`src/design/gars_pkg.sv`:
```
// Package for the geometric attitude rate setpoint block.
// Holds sequencer states, op and register codes, fixed constants and the
// control struct of the shared multiply-accumulate unit. No dependencies.
package gars_pkg;

    typedef enum logic [3:0] {
        ST_IDLE,
        ST_VEE,
        ST_VWAIT,
        ST_LATCH,
        ST_SCALE,
        ST_SWAIT,
        ST_FIN,
        ST_DIV,
        ST_DONE
    } state_t;

    localparam logic [1:0] OP_SET   = 2'd0;
    localparam logic [1:0] OP_RATE  = 2'd1;
    localparam logic [1:0] OP_ACCEL = 2'd2;

    localparam logic [7:0] REG_YAW_WEIGHT = 8'd0;
    localparam logic [7:0] REG_ROLL_LIM   = 8'd1;
    localparam logic [7:0] REG_PITCH_LIM  = 8'd2;
    localparam logic [7:0] REG_YAW_LIM    = 8'd3;

    localparam int ACC_W  = 58;
    localparam int MUL_AW = 20;
    localparam int MUL_BW = 21;
    localparam int NUM_W  = 56;
    localparam int DEN_W  = 34;
    localparam int QUO_W  = 32;

    localparam logic [4:0] SH_NONE = 5'd0;
    localparam logic [4:0] SH_FF   = 5'd14;
    localparam logic [4:0] SH_HI   = 5'd17;

    localparam logic [19:0] DT_MIN_US = 20'd100;
    localparam logic [19:0] DT_MAX_US = 20'd100000;
    localparam logic signed [15:0] YAW_NAN = 16'sh8000;
    localparam logic signed [15:0] ONE_Q14 = 16'sd16384;
    localparam logic signed [20:0] K_USEC  = 21'sd1000000;
    localparam logic signed [20:0] K_FIVE  = 21'sd5;
    localparam logic signed [20:0] K_RATE  = 21'sd20480;
    localparam logic [12:0] W_ONE = 13'd4096;

    typedef struct packed {
        logic       en;
        logic       clr;
        logic       neg;
        logic [4:0] sh;
    } mac_ctrl_t;

    function automatic logic [1:0] axis_p(input logic [1:0] ax);
        logic [1:0] r;
        case (ax)
            2'd0:    r = 2'd2;
            2'd1:    r = 2'd0;
            default: r = 2'd1;
        endcase
        return r;
    endfunction

    function automatic logic [1:0] axis_q(input logic [1:0] ax);
        logic [1:0] r;
        case (ax)
            2'd0:    r = 2'd1;
            2'd1:    r = 2'd2;
            default: r = 2'd0;
        endcase
        return r;
    endfunction

endpackage

```
`src/design/gars_mac.sv`:
```
// Shared multiply-accumulate unit: registered product, then shifted add or
// subtract into a wide accumulator. Uses gars_pkg.
module gars_mac (
    input  logic                               clk,
    input  logic                               rst_n,
    input  gars_pkg::mac_ctrl_t                ctrl,
    input  logic signed [gars_pkg::MUL_AW-1:0] a,
    input  logic signed [gars_pkg::MUL_BW-1:0] b,
    output logic signed [gars_pkg::ACC_W-1:0]  acc
);
    localparam int PW = gars_pkg::MUL_AW + gars_pkg::MUL_BW;

    gars_pkg::mac_ctrl_t              ctrl_reg;
    logic signed [PW-1:0]             prod_reg;
    logic signed [gars_pkg::ACC_W-1:0] acc_reg;
    logic signed [gars_pkg::ACC_W-1:0] acc_next;
    logic signed [gars_pkg::ACC_W-1:0] base;
    logic signed [gars_pkg::ACC_W-1:0] term;

    always_ff @(posedge clk or negedge rst_n)
    begin
        if (!rst_n)
        begin
            ctrl_reg <= '0;
        end
        else
        begin
            ctrl_reg <= ctrl;
        end
    end

    always_ff @(posedge clk)
    begin
        prod_reg <= a * b;
        acc_reg  <= acc_next;
    end

    always_comb
    begin
        base = ctrl_reg.clr ? '0 : acc_reg;
        term = {{(gars_pkg::ACC_W-PW){prod_reg[PW-1]}}, prod_reg} <<< ctrl_reg.sh;
        acc_next = acc_reg;
        if (ctrl_reg.en)
        begin
            acc_next = ctrl_reg.neg ? base - term : base + term;
        end
    end

    assign acc = acc_reg;

endmodule

```
`src/design/gars_div.sv`:
```
// Restoring divider, one quotient bit per cycle, for a 32-bit quotient.
// The numerator's top bits must already be below the divisor. Uses gars_pkg.
module gars_div (
    input  logic                          clk,
    input  logic                          rst_n,
    input  logic                          start,
    input  logic [gars_pkg::NUM_W-1:0]    num,
    input  logic [gars_pkg::DEN_W-1:0]    den,
    output logic                          done,
    output logic [gars_pkg::QUO_W-1:0]    quo
);
    localparam int DW = gars_pkg::DEN_W;
    localparam int QW = gars_pkg::QUO_W;

    logic                  busy_reg;
    logic                  done_reg;
    logic [4:0]            cnt_reg;
    logic [DW-1:0]         rem_reg;
    logic [DW-1:0]         den_reg;
    logic [QW-1:0]         nq_reg;
    logic [DW:0]           trial;
    logic                  ge;
    logic [DW:0]           diff;

    always_comb
    begin
        trial = {rem_reg, nq_reg[QW-1]};
        ge    = trial >= {1'b0, den_reg};
        diff  = trial - {1'b0, den_reg};
    end

    always_ff @(posedge clk or negedge rst_n)
    begin
        if (!rst_n)
        begin
            busy_reg <= 1'b0;
            done_reg <= 1'b0;
            cnt_reg  <= '0;
        end
        else
        begin
            done_reg <= 1'b0;
            if (start)
            begin
                busy_reg <= 1'b1;
                cnt_reg  <= '0;
            end
            else if (busy_reg)
            begin
                cnt_reg <= cnt_reg + 5'd1;
                if (cnt_reg == 5'(QW - 1))
                begin
                    busy_reg <= 1'b0;
                    done_reg <= 1'b1;
                end
            end
        end
    end

    always_ff @(posedge clk)
    begin
        if (start)
        begin
            rem_reg <= {{(DW-(gars_pkg::NUM_W-QW)){1'b0}}, num[gars_pkg::NUM_W-1:QW]};
            nq_reg  <= num[QW-1:0];
            den_reg <= den;
        end
        else if (busy_reg)
        begin
            rem_reg <= ge ? diff[DW-1:0] : trial[DW-1:0];
            nq_reg  <= {nq_reg[QW-2:0], ge};
        end
    end

    assign done = done_reg;
    assign quo  = nq_reg;

endmodule

```
`src/design/geometric_attitude_rate_setpoint.sv`:
```
// Geometric attitude rate setpoint: top level, sequencer and state.
// Uses gars_pkg, gars_mac and gars_div.
// One item at a time, one shared 20x21 multiplier with a 58-bit accumulator.
// Per axis: six products, 2 or 3 scaling passes and a few control states;
// op 0 with a valid time step adds a pass of the serial divider on each axis.
// op 0 with no usable time step and op 3 go straight to the done state, with
// no products. A result may
// wait in the output register while the next item is taken.
module geometric_attitude_rate_setpoint (
    input  logic               clk,
    input  logic               rst_n,
    input  logic               in_valid,
    output logic               in_stall,
    input  logic [1:0]         op,
    input  logic signed [15:0] m00,
    input  logic signed [15:0] m01,
    input  logic signed [15:0] m02,
    input  logic signed [15:0] m10,
    input  logic signed [15:0] m11,
    input  logic signed [15:0] m12,
    input  logic signed [15:0] m20,
    input  logic signed [15:0] m21,
    input  logic signed [15:0] m22,
    input  logic signed [15:0] yaw_speed,
    input  logic [19:0]        step_us,
    output logic               out_valid,
    input  logic               out_stall,
    output logic signed [17:0] out_x,
    output logic signed [17:0] out_y,
    output logic signed [17:0] out_z,
    input  logic               cfg_valid,
    output logic               cfg_ready,
    input  logic [7:0]         cfg_index,
    input  logic [15:0]        cfg_data
);
    localparam int AW = gars_pkg::ACC_W;

    gars_pkg::state_t state_reg, state_next;
    logic [2:0]  step_reg, step_next;
    logic [1:0]  axis_reg, axis_next;

    logic [12:0] yaw_weight_reg;
    logic [15:0] roll_lim_reg, pitch_lim_reg, yaw_lim_reg;

    logic signed [15:0] d_reg [9];
    logic signed [15:0] m_reg [9];
    logic signed [16:0] b_reg [9];
    logic signed [17:0] dbr_reg [3];
    logic signed [17:0] res_reg [3];
    logic               seen_reg;
    logic signed [15:0] yaw_reg;
    logic [1:0]         op_reg;
    logic [16:0]        dt_reg;
    logic signed [36:0] s_reg;
    logic               out_valid_reg;
    logic signed [17:0] out_x_reg, out_y_reg, out_z_reg;

    logic signed [15:0] m_in [9];
    logic accept, dt_ok, load_out, ff_on, div_start, div_done;
    logic [3:0] ia, ib;
    logic [1:0] col_a, col_b;
    logic signed [19:0] mul_a;
    logic signed [20:0] mul_b;
    logic signed [20:0] k_sel;
    logic [12:0] w_cl;
    logic signed [36:0] x_val;
    logic signed [AW-1:0] acc;
    logic signed [AW-1:0] sum2;
    logic [AW-1:0] mag, rnd;
    logic [15:0] lim;
    logic [29:0] q1;
    logic signed [17:0] fin_res, div_res;
    logic [gars_pkg::QUO_W-1:0] quo;
    logic [gars_pkg::NUM_W-1:0] div_num;
    gars_pkg::mac_ctrl_t mac_ctrl;

    function automatic logic signed [17:0] sat_sign(input logic neg, input logic [41:0] q);
        logic [41:0] cap;
        logic [17:0] c;
        cap = neg ? 42'd131072 : 42'd131071;
        c = (q > cap) ? cap[17:0] : q[17:0];
        return neg ? -$signed(c) : $signed(c);
    endfunction

    assign m_in[0] = m00;
    assign m_in[1] = m01;
    assign m_in[2] = m02;
    assign m_in[3] = m10;
    assign m_in[4] = m11;
    assign m_in[5] = m12;
    assign m_in[6] = m20;
    assign m_in[7] = m21;
    assign m_in[8] = m22;

    assign in_stall  = state_reg != gars_pkg::ST_IDLE;
    assign accept    = in_valid && !in_stall;
    assign cfg_ready = 1'b1;
    assign dt_ok = seen_reg && step_us >= gars_pkg::DT_MIN_US
                   && step_us <= gars_pkg::DT_MAX_US;
    assign ff_on = op_reg == gars_pkg::OP_RATE && yaw_reg != gars_pkg::YAW_NAN;

    // operand selection
    always_comb
    begin
        col_a = step_reg[0] ? gars_pkg::axis_q(axis_reg) : gars_pkg::axis_p(axis_reg);
        col_b = step_reg[0] ? gars_pkg::axis_p(axis_reg) : gars_pkg::axis_q(axis_reg);
        ib = {1'b0, step_reg[2:1], 1'b0} + {2'b0, step_reg[2:1]} + {2'b0, col_b};
        ia = {1'b0, step_reg[2:1], 1'b0} + {2'b0, step_reg[2:1]} + {2'b0, col_a};
        if (state_reg == gars_pkg::ST_SCALE)
        begin
            ia = 4'd6 + {2'b0, axis_reg};
        end
        w_cl = (yaw_weight_reg > gars_pkg::W_ONE) ? gars_pkg::W_ONE : yaw_weight_reg;
        case (op_reg)
            gars_pkg::OP_SET:  k_sel = gars_pkg::K_USEC;
            gars_pkg::OP_RATE: k_sel = (axis_reg == 2'd2)
                                       ? $signed({6'b0, w_cl, 2'b0} + {8'b0, w_cl})
                                       : gars_pkg::K_RATE;
            default:           k_sel = gars_pkg::K_FIVE;
        endcase
        x_val = (op_reg == gars_pkg::OP_SET && s_reg[36]) ? -s_reg : s_reg;
        if (state_reg == gars_pkg::ST_VEE)
        begin
            mul_a = 20'(m_reg[ia[3:0]]);
            mul_b = 21'(b_reg[ib[3:0]]);
        end
        else if (step_reg == 3'd0)
        begin
            mul_a = $signed({3'b0, x_val[16:0]});
            mul_b = k_sel;
        end
        else if (step_reg == 3'd1)
        begin
            mul_a = x_val[36:17];
            mul_b = k_sel;
        end
        else
        begin
            mul_a = 20'(m_reg[ia[3:0]]);
            mul_b = 21'(yaw_reg);
        end
    end

    // results of ops 1 and 2 from the accumulator; divider numerator and result for op 0
    always_comb
    begin
        sum2 = acc + ($signed(AW'(dbr_reg[axis_reg])) <<< 16);
        case (axis_reg)
            2'd0:    lim = roll_lim_reg;
            2'd1:    lim = pitch_lim_reg;
            default: lim = yaw_lim_reg;
        endcase
        if (op_reg == gars_pkg::OP_RATE)
        begin
            mag = acc[AW-1] ? AW'(-acc) : AW'(acc);
            rnd = mag + (AW'(1) << 27);
            q1  = rnd[57:28];
            fin_res = (q1 > {14'b0, lim}) ? 18'($signed({2'b0, lim}))
                                          : 18'($signed({1'b0, q1[16:0]}));
            if (acc[AW-1])
            begin
                fin_res = -fin_res;
            end
        end
        else
        begin
            mag = sum2[AW-1] ? AW'(-sum2) : AW'(sum2);
            rnd = mag + (AW'(1) << 15);
            q1  = rnd[45:16];
            fin_res = sat_sign(sum2[AW-1], rnd[57:16]);
        end
        div_res = sat_sign(s_reg[36], {10'b0, quo});
        div_num = acc[gars_pkg::NUM_W-1:0] + {20'b0, dt_reg, 19'b0} - {20'b0, dt_reg, 19'b0}
                  + {19'b0, dt_reg, 20'b0} - {19'b0, dt_reg, 20'b0}
                  + {23'b0, dt_reg, 16'b0};
    end

    // sequencer
    always_comb
    begin
        state_next = state_reg;
        step_next  = step_reg;
        axis_next  = axis_reg;
        mac_ctrl   = '0;
        div_start  = 1'b0;
        load_out   = 1'b0;
        unique case (state_reg)
            gars_pkg::ST_IDLE:
            begin
                if (accept)
                begin
                    step_next = '0;
                    axis_next = '0;
                    if ((op == gars_pkg::OP_SET && dt_ok) || op == gars_pkg::OP_RATE
                        || op == gars_pkg::OP_ACCEL)
                    begin
                        state_next = gars_pkg::ST_VEE;
                    end
                    else
                    begin
                        state_next = gars_pkg::ST_DONE;
                    end
                end
            end
            gars_pkg::ST_VEE:
            begin
                mac_ctrl.en  = 1'b1;
                mac_ctrl.clr = step_reg == 3'd0;
                mac_ctrl.neg = step_reg[0];
                mac_ctrl.sh  = gars_pkg::SH_NONE;
                if (step_reg == 3'd5)
                begin
                    step_next  = '0;
                    state_next = gars_pkg::ST_VWAIT;
                end
                else
                begin
                    step_next = step_reg + 3'd1;
                end
            end
            gars_pkg::ST_VWAIT:
            begin
                state_next = gars_pkg::ST_LATCH;
            end
            gars_pkg::ST_LATCH:
            begin
                state_next = gars_pkg::ST_SCALE;
            end
            gars_pkg::ST_SCALE:
            begin
                mac_ctrl.en  = 1'b1;
                mac_ctrl.clr = step_reg == 3'd0;
                case (step_reg)
                    3'd0:    mac_ctrl.sh = gars_pkg::SH_NONE;
                    3'd1:    mac_ctrl.sh = gars_pkg::SH_HI;
                    default: mac_ctrl.sh = gars_pkg::SH_FF;
                endcase
                if (step_reg == 3'd2 || (step_reg == 3'd1 && !ff_on))
                begin
                    step_next  = '0;
                    state_next = gars_pkg::ST_SWAIT;
                end
                else
                begin
                    step_next = step_reg + 3'd1;
                end
            end
            gars_pkg::ST_SWAIT:
            begin
                state_next = gars_pkg::ST_FIN;
            end
            gars_pkg::ST_FIN:
            begin
                if (op_reg == gars_pkg::OP_SET)
                begin
                    div_start  = 1'b1;
                    state_next = gars_pkg::ST_DIV;
                end
                else if (axis_reg == 2'd2)
                begin
                    state_next = gars_pkg::ST_DONE;
                end
                else
                begin
                    axis_next  = axis_reg + 2'd1;
                    state_next = gars_pkg::ST_VEE;
                end
            end
            gars_pkg::ST_DIV:
            begin
                if (div_done)
                begin
                    if (axis_reg == 2'd2)
                    begin
                        state_next = gars_pkg::ST_DONE;
                    end
                    else
                    begin
                        axis_next  = axis_reg + 2'd1;
                        state_next = gars_pkg::ST_VEE;
                    end
                end
            end
            gars_pkg::ST_DONE:
            begin
                if (!out_valid_reg || !out_stall)
                begin
                    load_out   = 1'b1;
                    state_next = gars_pkg::ST_IDLE;
                end
            end
            default:
            begin
                state_next = gars_pkg::ST_IDLE;
            end
        endcase
    end

    always_ff @(posedge clk or negedge rst_n)
    begin
        if (!rst_n)
        begin
            state_reg <= gars_pkg::ST_IDLE;
            step_reg  <= '0;
            axis_reg  <= '0;
        end
        else
        begin
            state_reg <= state_next;
            step_reg  <= step_next;
            axis_reg  <= axis_next;
        end
    end

    // configuration and block state
    always_ff @(posedge clk or negedge rst_n)
    begin
        if (!rst_n)
        begin
            yaw_weight_reg <= gars_pkg::W_ONE;
            roll_lim_reg   <= 16'd15729;
            pitch_lim_reg  <= 16'd15729;
            yaw_lim_reg    <= 16'd6400;
            for (int i = 0; i < 9; i++)
            begin
                d_reg[i] <= (i % 4 == 0) ? gars_pkg::ONE_Q14 : 16'sd0;
            end
            for (int i = 0; i < 3; i++)
            begin
                dbr_reg[i] <= '0;
            end
            seen_reg      <= 1'b0;
            yaw_reg       <= '0;
            out_valid_reg <= 1'b0;
        end
        else
        begin
            if (cfg_valid)
            begin
                unique case (cfg_index)
                    gars_pkg::REG_YAW_WEIGHT: yaw_weight_reg <= cfg_data[12:0];
                    gars_pkg::REG_ROLL_LIM:   roll_lim_reg   <= cfg_data;
                    gars_pkg::REG_PITCH_LIM:  pitch_lim_reg  <= cfg_data;
                    gars_pkg::REG_YAW_LIM:    yaw_lim_reg    <= cfg_data;
                    default:                  ;
                endcase
            end
            if (accept && op == gars_pkg::OP_SET)
            begin
                for (int i = 0; i < 9; i++)
                begin
                    d_reg[i] <= m_in[i];
                end
                seen_reg <= 1'b1;
                yaw_reg  <= yaw_speed;
                if (!dt_ok)
                begin
                    for (int i = 0; i < 3; i++)
                    begin
                        dbr_reg[i] <= '0;
                    end
                end
            end
            if (state_reg == gars_pkg::ST_DIV && div_done)
            begin
                dbr_reg[axis_reg] <= div_res;
            end
            if (load_out)
            begin
                out_valid_reg <= 1'b1;
            end
            else if (!out_stall)
            begin
                out_valid_reg <= 1'b0;
            end
        end
    end

    always_ff @(posedge clk)
    begin
        if (accept)
        begin
            op_reg <= op;
            dt_reg <= step_us[16:0];
            for (int i = 0; i < 9; i++)
            begin
                m_reg[i] <= m_in[i];
                b_reg[i] <= (op == gars_pkg::OP_SET) ? 17'(m_in[i]) - 17'(d_reg[i])
                                                     : 17'(d_reg[i]);
            end
            for (int i = 0; i < 3; i++)
            begin
                res_reg[i] <= '0;
            end
        end
        if (state_reg == gars_pkg::ST_LATCH)
        begin
            s_reg <= acc[36:0];
        end
        if (state_reg == gars_pkg::ST_FIN && op_reg != gars_pkg::OP_SET)
        begin
            res_reg[axis_reg] <= fin_res;
        end
        if (state_reg == gars_pkg::ST_DIV && div_done)
        begin
            res_reg[axis_reg] <= div_res;
        end
        if (load_out)
        begin
            out_x_reg <= res_reg[0];
            out_y_reg <= res_reg[1];
            out_z_reg <= res_reg[2];
        end
    end

    gars_mac u_mac (
        .clk   (clk),
        .rst_n (rst_n),
        .ctrl  (mac_ctrl),
        .a     (mul_a),
        .b     (mul_b),
        .acc   (acc)
    );

    gars_div u_div (
        .clk   (clk),
        .rst_n (rst_n),
        .start (div_start),
        .num   (div_num),
        .den   ({dt_reg, 17'b0}),
        .done  (div_done),
        .quo   (quo)
    );

    assign out_valid = out_valid_reg;
    assign out_x     = out_x_reg;
    assign out_y     = out_y_reg;
    assign out_z     = out_z_reg;

endmodule

```
`config.mk`:
```
export PLATFORM = sky130hd
export DESIGN_NAME = geometric_attitude_rate_setpoint
export DESIGN_NICKNAME = d
export VERILOG_FILES = /design/src/design/gars_pkg.sv /design/src/design/gars_mac.sv /design/src/design/gars_div.sv /design/src/design/geometric_attitude_rate_setpoint.sv
export SDC_FILE = /design/constraint.sdc
export NUM_CORES = 2
export LEC_CHECK = 0
export ABC_AREA = 0
export ABC_CLOCK_PERIOD_IN_PS = 12690
export BUFFER_PORTS_ARGS = -buffer_cell sky130_fd_sc_hd__buf_2
export CORE_MARGIN = 2
export CORE_UTILIZATION = 56
export CTS_BUF_LIST = sky130_fd_sc_hd__clkbuf_16
export DETAILED_ROUTE_END_ITERATION = 8
export PLACE_DENSITY = 0.76
export SETUP_SLACK_MARGIN = 0.1
export SLEW_MARGIN = 10
export SYNTH_ARGS = -nofsm -noshare
export SYNTH_HDL_FRONTEND = slang
export SYNTH_SLANG_ARGS = --single-unit
```
`constraint.sdc`:
```
create_clock -name clk -period 12.69 [get_ports clk]
set_clock_uncertainty 0.2 [all_clocks]
set_input_delay 1.269 -clock clk [delete_from_list [all_inputs] [get_ports clk]]
set_output_delay 1.269 -clock clk [all_outputs]
set_load 0.01 [all_outputs]
```
==> metrics.txt <==
minimum clock period 12.15 ns; initial antenna violation count 36; pin count of the biggest net entering global routing 177; unique cell type count in the Yosys netlist 119; port bufs 266; post-CTS setup buffers 0; max reg flops 153; Tightest Pin Transition 1.27 ns; # IOs 268; CTS sink count 941; crit-path most repeated cell a21oi_1; layout cells sized above 1 0.120; Yosys reg bits 941; vias in the first global route 64689; end of the worst hold path out_y[7]; CP delay by family, top simple AND/OR/NAND/NOR gates; Post-Syn Instances 8407; Async S/R FF share, synth 0.317; DR vias 65361; worst-skew pair later-pin latency 0.77 ns; DRT antenna net count 0; crit path max fanout 8; most numerous cell in the Yosys netlist inv_1; Worst EP required 12.90 ns; CP endpoint kind flip-flop; Worst EP arrival 12.36 ns; first-pass GRT wire length 381 mm; register clock-pin slew on the reported worst setup and hold paths 0.07 ns; max_slew headroom 0.146; DRC 0; placed inst area 0.0849 mm^2; DRT Pass-1 Iters 7; DR iter-0 viols 6614; H-tree levels 3; TritonCTS Buffers 101; hold path start res_reg[1][7]; Synth top area share 0.219; YS warnings 0; run status finished, final reports clean; Chip Width 385 um; setup tns final 0 ns; Core ar. 0.144 mm^2; die area 0.148 mm^2; vias per cell 6.17; max-slew violations 0; hold buffers post-CTS 0; MaxCap Viol Count 0; Starting Density 0.565; syn_nets 9708; Post-synth EDFFs 592; Commonest cells post-synth 933 x inv_1, 834 x nand2_1, 599 x ha_1; Worst Hold Class reg -> reg; Final setup viols 0; Worst R2R Setup Slack 0.54 ns; drt wl/cell 23.5 um; area grow syn2layout 8.81%; Seq/Total Area, Yosys 0.323; post-synth top area cell edfxtp_1; Final Hold Viols 0; syn avg cell area 9.67 um^2; worst r2r path cells 47; Post-DP HPWL 194 mm; CTS Root Cell clkbuf_16; Reg2Reg Capture Point res_reg[1][14]; die height 385 um; CTS Buffer Depth 3; filler cell count 11671; depth of the worst hold-timing path 0; GRT overflow 0; crit path launch type flip-flop; ys flop type edfxtp_1; CTS tree built; Fmax 82.3 MHz; Final Cycle Share 0.958; Finished Cell Area 0.0885 mm^2; top cells by area, synth edfxtp_1 22%, fa_1 12%, ha_1 9.2%; WP buf/inv 5; RSZ-0062 raised after global routing true; Slowest cell on crit path o21ai_0; gp weighted congestion 1.02; worst r2r src axis_reg[0]; Crit Path Category reg -> reg; CP peak stage delay 0.55 ns; Rows 139; Final #Nets 9874; Synth Cell Area 0.0813 mm^2; # resized after CTS 0; Total GRT Usage 0.335; CP Launch Point axis_reg[0]; final wirelength 248 mm
## cell usage in the layout (no fill, tap or decap), types with 158 or more instances in the layout
master,synthesis,routed
a21o_1,188,188
dfrtp_1,273,271
xnor2_1,333,332
nand2_1,834,831
nor2_1,523,522
inv_1,933,952
ha_1,599,597
buf_2,20,265
mux2_2,257,257
xor2_1,159,158
fa_1,491,490
o21ai_0,555,550
a21oi_1,373,367
nor2b_1,175,175
edfxtp_1,592,592
## area by class of cell
class                   instances  area [um^2]  area share
flip-flops and latches        941        26300       0.297
repair buffers                390         2320      0.0262
multi-input cells            6203        50400       0.570
well taps                    1903         2380      0.0269
clock buffers                 102         2550      0.0288
diodes                         26         65.1    0.000735
clock inverters                90          946      0.0107
inverters                     936         3520      0.0398
## routing by layer
layer  vias to the layer above  global-route usage  routed length (um)
met3                       647              0.0569               22000
met4                         8               0.202               17000
met2                      3273               0.522              112000
met5                         -                   0                  51
met1                     31766               0.440               97600
li1                      29667                   -                   -
## through the flow
stage	worst slack, ns	hold slack [ns]	util	cells
after floorplan	0.384	0.200	-	8407
after global placement	0.822	0.201	0.590	10373
after detailed placement	0.573	0.205	0.590	10373
after CTS	0.379	0.134	0.614	10565
after global routing	0.0849	0.161	0.615	10585
final	0.536	0.146	0.615	10591
## logic make-up after synthesis
family          after synthesis  synth area share
flops                       941             0.323
simple gates               2422             0.145
buf+inv                    1263            0.0588
mux                         426            0.0670
fa+ha+maj                  1092             0.213
compound gates             1767             0.139
xor+xnor                    495            0.0536
other cells                   1         0.0000461
## worst max-delay path by stage
stage / endpoint / cells after the start
2_1_floorplan: u_mac.prod_reg[39] / 44
3_3_place_gp: res_reg[0][14] / 49
3_5_place_dp: res_reg[1][14] / 49
4_1_cts: res_reg[1][14] / 49
5_1_grt: res_reg[1][14] / 47
6_report: res_reg[1][14] / 47
Power is not shown: default switching activity piles up to over one toggle a cycle in this logic, so the estimate is an artifact.
